===== src/rtl/core/hscc_pkg.sv =====
`timescale 1ns / 1ps
// ----------------------------------------------------------------------------
// hscc_pkg: shared types and functions for the hypercube canonical check
// Sequencer states, axis order types and the small arithmetic helpers.
// ----------------------------------------------------------------------------
package hscc_pkg;

    localparam int MAX_DIM  = 5;
    localparam int WORD_W   = 1 << MAX_DIM;
    localparam int AXIS_W   = 3;
    localparam int ORBIT_W  = 12;
    localparam int DIV_STEPS = ORBIT_W;
    localparam int DIV_CNT_W = $clog2(DIV_STEPS);

    typedef enum logic [1:0] {
        ST_IDLE,
        ST_SCAN,
        ST_DIVIDE,
        ST_OUTPUT
    } state_t;

    // perm[l]: source axis of image axis l
    typedef logic [MAX_DIM-1:0][AXIS_W-1:0] perm_t;
    // mixed-radix code, digit j counts 0..j; digit 0 unused
    typedef logic [MAX_DIM-1:0][AXIS_W-1:0] code_t;

    typedef struct packed {
        logic lt;
        logic eq;
    } cmp_t;

    function automatic logic [AXIS_W-1:0] eff_dim(input logic [AXIS_W-1:0] d);
        logic [AXIS_W-1:0] r;
        if (d == '0) begin
            r = AXIS_W'(1);
        end else if (d > AXIS_W'(MAX_DIM)) begin
            r = AXIS_W'(MAX_DIM);
        end else begin
            r = d;
        end
        return r;
    endfunction

    function automatic logic [ORBIT_W-1:0] group_order(input logic [AXIS_W-1:0] d);
        logic [ORBIT_W-1:0] r;
        unique case (d)
            3'd1:    r = ORBIT_W'(2);
            3'd2:    r = ORBIT_W'(8);
            3'd3:    r = ORBIT_W'(48);
            3'd4:    r = ORBIT_W'(384);
            default: r = ORBIT_W'(3840);
        endcase
        return r;
    endfunction

    function automatic logic [MAX_DIM-1:0] refl_mask(input logic [AXIS_W-1:0] d);
        logic [MAX_DIM:0] full;
        full = (MAX_DIM+1)'(1) << d;
        return MAX_DIM'(full - (MAX_DIM+1)'(1));
    endfunction

    // Build an axis order by inserting axis j at position j - digit j.
    // Codes below d! leave axes d and up in place.
    function automatic perm_t perm_from_code(input code_t code);
        perm_t arr;
        perm_t nxt;
        logic [AXIS_W-1:0] pos;
        arr = '0;
        for (int j = 1; j < MAX_DIM; j++) begin
            pos = AXIS_W'(j) - code[j];
            nxt = arr;
            for (int i = 0; i < MAX_DIM; i++) begin
                if (i <= j) begin
                    if (AXIS_W'(i) < pos) begin
                        nxt[i] = arr[i];
                    end else if (AXIS_W'(i) == pos) begin
                        nxt[i] = AXIS_W'(j);
                    end else begin
                        nxt[i] = arr[(i > 0) ? i - 1 : 0];
                    end
                end
            end
            arr = nxt;
        end
        return arr;
    endfunction

endpackage


===== src/rtl/core/hypercube_symmetry_canon_check.sv =====
`timescale 1ns / 1ps
// ----------------------------------------------------------------------------
// hypercube_symmetry_canon_check: canonical form and orbit size of a vertex set
// Scan: one image per cycle, up to 2^d * d! images, stopping at the first
//   smaller image; canonical words then pass through the divider, and every
//   result through the output state. One request at a time; the next can be
//   taken in the cycle that the result appears.
// The dimension and the image compare set the scan length; a 1-bit-per-cycle divider gives size.
// Synchronous active-low reset clears the sequencer, output valid, and sets
//   dimension to 5.
// ----------------------------------------------------------------------------
module hypercube_symmetry_canon_check (
    input  logic        aclk,
    input  logic        aresetn,
    input  logic        cfg_wr_en,
    input  logic [2:0]  cfg_dimension,
    input  logic        s_tvalid,
    output logic        s_tready,
    input  logic [31:0] s_tdata,   // [31:0] selection
    output logic        m_tvalid,
    input  logic        m_tready,
    output logic [15:0] m_tdata    // [0] canonical, [12:1] orbit_size, [15:13] zero
);

    localparam int MD = hscc_pkg::MAX_DIM;
    localparam int AW = hscc_pkg::AXIS_W;
    localparam int OW = hscc_pkg::ORBIT_W;
    localparam int WW = hscc_pkg::WORD_W;
    localparam int CW = hscc_pkg::DIV_CNT_W;
    localparam int DIV_STEPS_LAST = hscc_pkg::DIV_STEPS - 1;

    hscc_pkg::state_t state_reg, state_next;

    logic [AW-1:0]     cfg_dim_reg;
    logic [WW-1:0]     word_reg, word_next;
    logic [AW-1:0]     dim_reg, dim_next;
    logic [MD-1:0]     refl_reg, refl_next;
    hscc_pkg::code_t   code_reg, code_next;
    hscc_pkg::perm_t   perm_reg, perm_next;
    logic [OW-1:0]     fixed_reg, fixed_next;
    logic [OW-1:0]     rem_reg, rem_next;
    logic [OW-1:0]     quo_reg, quo_next;
    logic [CW-1:0]     cnt_reg, cnt_next;
    logic              res_canon_reg, res_canon_next;
    logic [OW-1:0]     res_orbit_reg, res_orbit_next;
    logic              m_tvalid_reg, m_tvalid_next;
    logic              m_canon_reg, m_canon_next;
    logic [OW-1:0]     m_orbit_reg, m_orbit_next;

    hscc_pkg::cmp_t    cmp;
    logic              accept;
    logic              last_perm;
    logic              last_refl;
    logic              scan_done;
    logic              div_done;
    logic              out_free;
    logic              carry;
    logic [OW-1:0]     divisor;
    logic [OW:0]       trial;
    logic [OW:0]       diff;

    hscc_image u_image (
        .word (word_reg),
        .refl (refl_reg),
        .perm (perm_reg),
        .dim  (dim_reg),
        .cmp  (cmp)
    );

    assign accept   = s_tvalid && s_tready;
    assign out_free = !m_tvalid_reg || m_tready;

    always_comb begin
        last_perm = 1'b1;
        for (int j = 1; j < MD; j++) begin
            if ((AW'(j) < dim_reg) && (code_reg[j] != AW'(j))) begin
                last_perm = 1'b0;
            end
        end
    end

    assign last_refl = (refl_reg == hscc_pkg::refl_mask(dim_reg));
    assign scan_done = last_perm && last_refl;
    assign div_done  = (cnt_reg == CW'(DIV_STEPS_LAST));

    assign divisor = (fixed_reg == '0) ? OW'(1) : fixed_reg;
    assign trial   = {rem_reg, quo_reg[OW-1]};
    assign diff    = trial - {1'b0, divisor};

    // next state
    always_comb begin
        state_next = state_reg;
        unique case (state_reg)
            hscc_pkg::ST_IDLE: begin
                if (s_tvalid) begin
                    state_next = hscc_pkg::ST_SCAN;
                end
            end
            hscc_pkg::ST_SCAN: begin
                if (cmp.lt) begin
                    state_next = hscc_pkg::ST_OUTPUT;
                end else if (scan_done) begin
                    state_next = hscc_pkg::ST_DIVIDE;
                end
            end
            hscc_pkg::ST_DIVIDE: begin
                if (div_done) begin
                    state_next = hscc_pkg::ST_OUTPUT;
                end
            end
            hscc_pkg::ST_OUTPUT: begin
                if (out_free) begin
                    state_next = hscc_pkg::ST_IDLE;
                end
            end
            default: state_next = hscc_pkg::ST_IDLE;
        endcase
    end

    // datapath and outputs
    always_comb begin
        s_tready       = (state_reg == hscc_pkg::ST_IDLE);
        word_next      = word_reg;
        dim_next       = dim_reg;
        refl_next      = refl_reg;
        code_next      = code_reg;
        perm_next      = perm_reg;
        fixed_next     = fixed_reg;
        rem_next       = rem_reg;
        quo_next       = quo_reg;
        cnt_next       = cnt_reg;
        res_canon_next = res_canon_reg;
        res_orbit_next = res_orbit_reg;
        m_canon_next   = m_canon_reg;
        m_orbit_next   = m_orbit_reg;
        m_tvalid_next  = m_tvalid_reg && !m_tready;
        carry          = 1'b1;

        unique case (state_reg)
            hscc_pkg::ST_IDLE: begin
                if (accept) begin
                    word_next  = s_tdata;
                    dim_next   = hscc_pkg::eff_dim(cfg_dim_reg);
                    refl_next  = '0;
                    code_next  = '0;
                    perm_next  = hscc_pkg::perm_from_code('0);
                    fixed_next = '0;
                end
            end
            hscc_pkg::ST_SCAN: begin
                if (cmp.lt) begin
                    res_canon_next = 1'b0;
                    res_orbit_next = '0;
                end else begin
                    fixed_next = fixed_reg + OW'(cmp.eq);
                    if (scan_done) begin
                        quo_next = hscc_pkg::group_order(dim_reg);
                        rem_next = '0;
                        cnt_next = '0;
                    end else if (last_perm) begin
                        refl_next = refl_reg + MD'(1);
                        code_next = '0;
                        perm_next = hscc_pkg::perm_from_code('0);
                    end else begin
                        for (int j = 1; j < MD; j++) begin
                            if (carry) begin
                                if (code_reg[j] == AW'(j)) begin
                                    code_next[j] = '0;
                                end else begin
                                    code_next[j] = code_reg[j] + AW'(1);
                                    carry        = 1'b0;
                                end
                            end
                        end
                        perm_next = hscc_pkg::perm_from_code(code_next);
                    end
                end
            end
            hscc_pkg::ST_DIVIDE: begin
                if (!diff[OW]) begin
                    rem_next = diff[OW-1:0];
                    quo_next = {quo_reg[OW-2:0], 1'b1};
                end else begin
                    rem_next = trial[OW-1:0];
                    quo_next = {quo_reg[OW-2:0], 1'b0};
                end
                cnt_next = cnt_reg + CW'(1);
                if (div_done) begin
                    res_canon_next = 1'b1;
                    res_orbit_next = quo_next;
                end
            end
            hscc_pkg::ST_OUTPUT: begin
                if (out_free) begin
                    m_tvalid_next = 1'b1;
                    m_canon_next  = res_canon_reg;
                    m_orbit_next  = res_orbit_reg;
                end
            end
            default: ;
        endcase
    end

    always_ff @(posedge aclk) begin
        if (!aresetn) begin
            state_reg    <= hscc_pkg::ST_IDLE;
            m_tvalid_reg <= 1'b0;
            cfg_dim_reg  <= AW'(hscc_pkg::MAX_DIM);
        end else begin
            state_reg    <= state_next;
            m_tvalid_reg <= m_tvalid_next;
            if (cfg_wr_en) begin
                cfg_dim_reg <= cfg_dimension;
            end
        end
    end

    always_ff @(posedge aclk) begin
        word_reg      <= word_next;
        dim_reg       <= dim_next;
        refl_reg      <= refl_next;
        code_reg      <= code_next;
        perm_reg      <= perm_next;
        fixed_reg     <= fixed_next;
        rem_reg       <= rem_next;
        quo_reg       <= quo_next;
        cnt_reg       <= cnt_next;
        res_canon_reg <= res_canon_next;
        res_orbit_reg <= res_orbit_next;
        m_canon_reg   <= m_canon_next;
        m_orbit_reg   <= m_orbit_next;
    end

    assign m_tvalid = m_tvalid_reg;
    assign m_tdata  = {3'b000, m_orbit_reg, m_canon_reg};

endmodule


===== src/rtl/core/hscc_image.sv =====
`timescale 1ns / 1ps
// ----------------------------------------------------------------------------
// hscc_image: one cube symmetry image and its compare against the word
// Permutes the axes of each vertex index, reflects it and compares the result.
// ----------------------------------------------------------------------------
module hscc_image (
    input  logic [hscc_pkg::WORD_W-1:0]  word,
    input  logic [hscc_pkg::MAX_DIM-1:0] refl,
    input  hscc_pkg::perm_t              perm,
    input  logic [hscc_pkg::AXIS_W-1:0]  dim,
    output hscc_pkg::cmp_t               cmp
);

    logic [hscc_pkg::WORD_W-1:0]  img;
    logic [hscc_pkg::MAX_DIM-1:0] kv;
    logic [hscc_pkg::MAX_DIM-1:0] src;

    always_comb begin
        img = '0;
        kv  = '0;
        src = '0;
        for (int k = 0; k < hscc_pkg::WORD_W; k++) begin
            kv  = hscc_pkg::MAX_DIM'(k);
            src = '0;
            for (int l = 0; l < hscc_pkg::MAX_DIM; l++) begin
                if (hscc_pkg::AXIS_W'(l) < dim) begin
                    src[l] = kv[perm[l]];
                end
            end
            src = src ^ refl;
            if ((kv >> dim) == '0) begin
                img[k] = word[src];
            end
        end
    end

    assign cmp.lt = (img < word);
    assign cmp.eq = (img == word);

endmodule


===== config.mk =====
export PLATFORM = sky130hd
export DESIGN_NAME = hypercube_symmetry_canon_check
export DESIGN_NICKNAME = d
export VERILOG_FILES = /design/src/rtl/core/hscc_pkg.sv /design/src/rtl/core/hypercube_symmetry_canon_check.sv /design/src/rtl/core/hscc_image.sv
export SDC_FILE = /design/constraint.sdc
export NUM_CORES = 1
export LEC_CHECK = 0
export ABC_AREA = 1
export BUFFER_PORTS_ARGS = -buffer_cell sky130_fd_sc_hd__buf_2
export CAP_MARGIN = 20
export CORE_UTILIZATION = 36
export DETAILED_ROUTE_END_ITERATION = 10
export GPL_TIMING_DRIVEN = 0
export SLEW_MARGIN = 25
export SYNTH_ARGS = -nofsm -noshare
export SYNTH_HDL_FRONTEND = slang
export SYNTH_SLANG_ARGS = --single-unit

===== constraint.sdc =====
create_clock -name aclk -period 5.6 [get_ports aclk]
set_input_delay 0.84 -clock aclk [delete_from_list [all_inputs] [get_ports aclk]]
set_output_delay 0.84 -clock aclk [all_outputs]
set_load 0.005 [all_outputs]

==> Word-level counts from Yosys, hierarchy flattened <==
Memory sizes are Yosys's and may differ from the RTL's. A register that Yosys moved wholly into a read port is not among the register bits.
Index checks and enable logic that the tools add are counted.
{ "word_totals": {"regBits": 139, "latchBits": 0, "ram_bits": 0, "romBits": 1280, "inputBits": 40, "out_inout_bits": 18, "wordCells": 1113, "n_memories": 160} }
{ "classes": {"addsub": 13, "mul": 0, "div_mod_pow": 0, "order_cmp": 58, "eq_ne": 38, "shift": 33, "muxes": 695, "bitwise_logic": 32, "n_reduce_logical": 60} }
{ "memory_table": {"columns": ["memory", "words", "width", "read_ports", "rd_clocked_by_memory_dff", "write_ports", "line", "rtl"], "rows": [
  ["(name not given)", 8, 1, 1, 1, 0, "hscc_image.sv:27", "src[l] = kv[perm[l]];"],
  ["(name not given)", 8, 1, 1, 1, 0, "hscc_image.sv:27", null],
  ["(name not given)", 8, 1, 1, 1, 0, "hscc_image.sv:27", null],
  ["(name not given)", 8, 1, 1, 1, 0, "hscc_image.sv:27", null],
  ["(name not given)", 8, 1, 1, 1, 0, "hscc_image.sv:27", null],
  ["(name not given)", 8, 1, 1, 1, 0, "hscc_image.sv:27", null],
  ["+154 memories", null, null, null, null, null, null, null]
]} }
{ "op_table": {"columns": ["op", "count"], "rows": [
  ["3-bit two-way mux", 209],
  ["1-bit two-way mux", 414],
  ["5-bit by 6-bit < comparator with 1-bit output (second input constant)", 32],
  ["1-bit binary-select mux with 5-bit select", 32],
  ["5-bit zero test", 32],
  ["5-bit XOR", 32],
  ["12-bit two-way mux", 11],
  ["15-bit two-way mux", 7],
  ["12-bit one-hot mux with 2 select lines", 4],
  ["5-bit by 3-bit right shift with 5-bit output (first input constant)", 16],
  ["15-bit one-hot mux with 2 select lines", 2],
  ["12-bit one-hot mux with 4 select lines", 1],
  ["4-bit by 3-bit right shift with 5-bit output (first input constant)", 8],
  ["32-bit == test", 1],
  ["32-bit < comparator", 1],
  ["1-bit by 3-bit < comparator with 1-bit output (first input constant)", 10],
  ["2-bit by 3-bit < comparator with 1-bit output (first input constant)", 7],
  ["3-bit by 4-bit < comparator with 1-bit output (second input constant)", 5],
  ["5-bit two-way mux", 4],
  ["3-bit by 3-bit right shift with 5-bit output (first input constant)", 4],
  ["2-bit != test (second input constant)", 8],
  ["2-bit by 3-bit == test with 1-bit output (first input constant)", 5],
  ["3-bit zero test", 5],
  ["13-bit by 12-bit subtractor with 13-bit output", 1],
  ["other kinds (43)", 78]
]} }

==> Depth between registers and ports, before layout <==
{ "logic_depth": {"depth_word": 34, "depth_mapped": 36, "depth_no_buf": 33} }

==> Hierarchy <==
From an unflattened synthesis, not the netlist that was laid out.
{ "hier_totals": {"hier_cells": 3793, "area_unflattened_um2": 22145.0} }
{ "by_module_without_submodules": {"columns": ["mod", "n_inst", "cells_per_inst", "area_each_um2", "seq_area_each_um2"], "rows": [
  ["hscc_image", 1, 3142, 15382.3, 0.0],
  ["hypercube_symmetry_canon_check", 1, 651, 6762.7, 4113.9]
]} }

==> Worst setup path before layout <==
Ideal clock, no wire load.
{ "synth_path": {"path_type": "register to register", "startpoint": "register dim_reg[1]", "endpoint": "register with a tool-made name", "setup_ps": 114, "arrival_ps": 4224, "t_required_ps": 5486, "slack_ps": 1263, "stages_incl_launch_ff": 29, "path_buffers": 5, "synth_period_minus_slack_ps": 4337, "path_cell_list": "edfxtp_1 nor2_8 xor2_1 buf_6 buf_2 a21oi_1 buf_2 a21oi_1 o21ai_0 nand3_1 nand3_1 nand3_1 a21oi_1 ha_1 nand2_1 nor4_1 nand2_1 nand2_1 nand2_1 nand3_1 nand2_1 nor2_4 buf_6 buf_6 nand2_2 nand2_1 ha_1 nor2_1 inv_1"} }
{ "synth_rtl": {"columns": ["element", "line", "rtl"], "rows": [
  ["start: declaration", "hypercube_symmetry_canon_check.sv:36", "logic [AW-1:0] dim_reg, dim_next;"],
  ["start signal: assignment", "hypercube_symmetry_canon_check.sv:220", "dim_reg <= dim_next;"]
]} }

==> flow_summary.toml <==
[status]
outcome = "finished clean"

[synthesis]
post_synth_num_cell_types = 50
synth_xor_area_share_pct = 0.731
mux_share_of_post_synthesis_cell_area_pct = 0
synth_seq_area_share_pct = 29.7
combinational_family_with_the_most_area_after_synthesis = "simple AND/OR/NAND/NOR gates"
netlist_area_mm2 = 0.0240
yosys_most_used_dff = "dfxtp_1"
synth_area_per_cell_um2 = 6.62
post_synth_edffs = 133
synth_seq_cells = 289
adder_cell_share_of_the_synthesized_area_pct = 5.78
synth_cells = 3617
synth_simple_gate_area_share_pct = 27.6
share_of_flip_flops_with_an_asynchronous_set_or_reset_after_synthesis_pct = 0
synth-warning-count = 0
synth_compound_gate_area_share_pct = 24.8

[timing]
period_minus_slack_ns = 5.41
worst_slew_pin_slew_ns = 1.24
fin_worst_skew_ns = 0.0350
timing.setup.tns_ns = 0
final.period_utilization_pct = 96.6
hold_viol_final = 0
final-setup-viol-count = 0
timing.final.max_slew_violations = 0
fmax_mhz = 185
slew_headroom_pct = 17.1
finalHoldWorstSlack_ns = 0.418

[placement]
finalWeightedCongestion = 1.07
port_buffers = 54
dp.cells = 4541
dp.final_hpwl_mm = 87.5

[detailed_routing]
wl_met3_mm = 14.5
routedLengthMet1_mm = 46.0
dr_total_vias = 27100
drt_pre_antenna_iters = 8
routed_wirelength_mm = 117
dr.max_layer_used = "met5"
route.met2.wl_mm = 48.9
antenna_violating_nets_post_route = 0
route.detailed.vias_per_inst = 5.86
route.detailed.wl_per_inst_um = 25.4
drt_iter0_markers = 3588
total_drc_errors_in_the_routed_layout = 0

[worst_setup_path]
worst_r2r_path_depth = 25
worst_r2r_startpoint = "word_reg[30]"
crit_path_top_delay_cell = "clkbuf_1"
reg_to_reg_slack_setup_ns = 0.19
critical_path.startpoint_type = "flop"
crit_path_max_incr_delay_ns = 0.91
worstSetupPathType = "reg2reg"
timing.critical_path.required_ns = 6.08
cpMostUsedCell = "nand2_1"
worst-endpoint-arrival_ns = 5.89
crit_cells = 25
endpoint_kind = "flop"
cp_max_fo = 10
cpLargestDelayFamily = "simple AND/OR/NAND/NOR gates"
setup.worst_path.start = "word_reg[30]"
cp_num_buf_inv = 6

[cells_and_area]
areaGrowthSynthToFinish_pct = 14.4
commonest_non_fill_non_tap_cell_in_the_layout = "nand2_1"
drive_gt1_share_pct = 12.3
mostFrequentLayoutCells = "nand2_1 (806), nand3_1 (469), inv_1 (342), o211ai_1 (342), a21oi_1 (269)"
final_nets = 3880
finalCoreUtilization_pct = 41.7
finalNonFillerCells = 4623

[min_path]
holdCritPathClass = "in2reg"

[global_route]
grt_usage_pct = 33.8
largest_net_degree_at_the_start_of_global_routing = 37
grt_first_pass_wirelength_mm = 166
antenna_found_initial = 1
grt_pass1_vias = 24300
overflow = 0

[cts]
cts_hold_repair.buffers = 0
clock_insertion_delay_at_the_later_pin_of_the_skew_report_ns = 0.60
clkSinkCount = 289
clock_tree.htree_level_count = 2
tritoncts = "done"
buffer_type_at_the_clock_tree_root = "clkbuf_16"
clkSlewWorstSetupHoldPaths_ns = 0.06
cts_made_buffers = 36
clk_path_buf_depth = 3

[floorplan]
floorplan.core_area_mm2 = 0.0657
initial_core_util_pct = 36.4
num_rows = 94
die_w_um = 260
fp.dieH_um = 260
fp.dieArea_mm2 = 0.0676
num_io_pins = 58

[job]
max-cap-violations = 0
## synth_stat cells, types with 6 or more instances
| library cell | instances | share of area (%) |
|---|---|---|
| o21ai_2 | 7 | 0.26 |
| inv_2 | 14 | 0.22 |
| nor4_1 | 7 | 0.18 |
| nor3_1 | 6 | 0.13 |
| dfxtp_1 | 156 | 13 |
| ha_1 | 109 | 5.7 |
| a21oi_2 | 14 | 0.51 |
| buf_4 | 15 | 0.47 |
| nand2_1 | 828 | 13 |
| nand4_1 | 6 | 0.16 |
| o21ai_0 | 277 | 5.8 |
| o21ai_1 | 36 | 0.75 |
| xor2_1 | 10 | 0.37 |
| buf_6 | 7 | 0.33 |
| nand2_2 | 12 | 0.31 |
| a21oi_1 | 284 | 5.9 |
| buf_1 | 6 | 0.094 |
| nand3_1 | 470 | 9.8 |
| inv_1 | 345 | 5.4 |
| clkbuf_1 | 168 | 2.6 |
| o211ai_1 | 342 | 11 |
| nand3b_1 | 7 | 0.22 |
| edfxtp_1 | 133 | 17 |
| buf_2 | 104 | 2.2 |
| nor2_1 | 202 | 3.2 |
## worst reg2reg max path: cells and delay by family (launching register included)
kind	cells	cell delay, ns
simple gates	15	2.42
buf+inv	6	1.84
fa+ha+maj	2	0.51
flops	1	0.33
compound gates	2	0.20
## layer usage
metal | track usage (%) | up-vias
met5 | 0 | -
met4 | 19.9 | 2
li1 | - | 12600
met2 | 50.9 | 1589
met1 | 43.3 | 12500
met3 | 8.87 | 417
## worst min path at each step
| stage | from | end | slack, ns | depth (start not counted) |
|---|---|---|---|---|
| floorplan | res_canon_reg | m_canon_reg | 0.40 | 0 |
| global placement | res_orbit_reg[1] | m_orbit_reg[1] | 0.40 | 0 |
| detailed placement | res_orbit_reg[10] | m_orbit_reg[10] | 0.41 | 0 |
| CTS | s_tdata[0] | word_reg[0] | 0.40 | 1 |
| global route | s_tdata[1] | word_reg[1] | 0.42 | 1 |
| finish | s_tdata[0] | word_reg[0] | 0.42 | 1 |
## layout make-up
cell class | instances | area, um2
Antenna cell | 1 | 2.50
Timing Repair Buffer | 75 | 485
Sequential cell | 289 | 7120
Inverter | 363 | 1370
Clock buffer | 48 | 976
Buffer | 298 | 1450
Clock inverter | 18 | 249
Multi-Input combinational cell | 2667 | 14700
Fill cell | 6954 | 38400
Tap cell | 864 | 1080
## timing repair
action	in CTS	in global routing
pin swaps	1	3
setup buffers	9	8
gates resized for setup	72	129
endpoints found under the setup margin	201	131
## through the flow
| stage | setup slack, ns | area, um2 |
|---|---|---|
| after floorplan | 1.26 | 24000 |
| after global placement | -1.24 | 25300 |
| after detailed placement | -0.965 | 25400 |
| after CTS | -0.0588 | 26900 |
| after global routing | -0.0179 | 27400 |
| final | 0.189 | 27400 |
## kinds of logic (layout without fill, tap and decap cells)
kind of cell	count (synthesis)	in the layout
compound gates	981	981
other cells	1	4
xor+xnor	17	17
simple gates	1556	1556
fa+ha+maj	110	110
buf+inv	663	802
flops	289	289
Power is left out: the tool's default activity adds up to more than one toggle a clock period on the data nets, which glitch-free logic cannot reach.
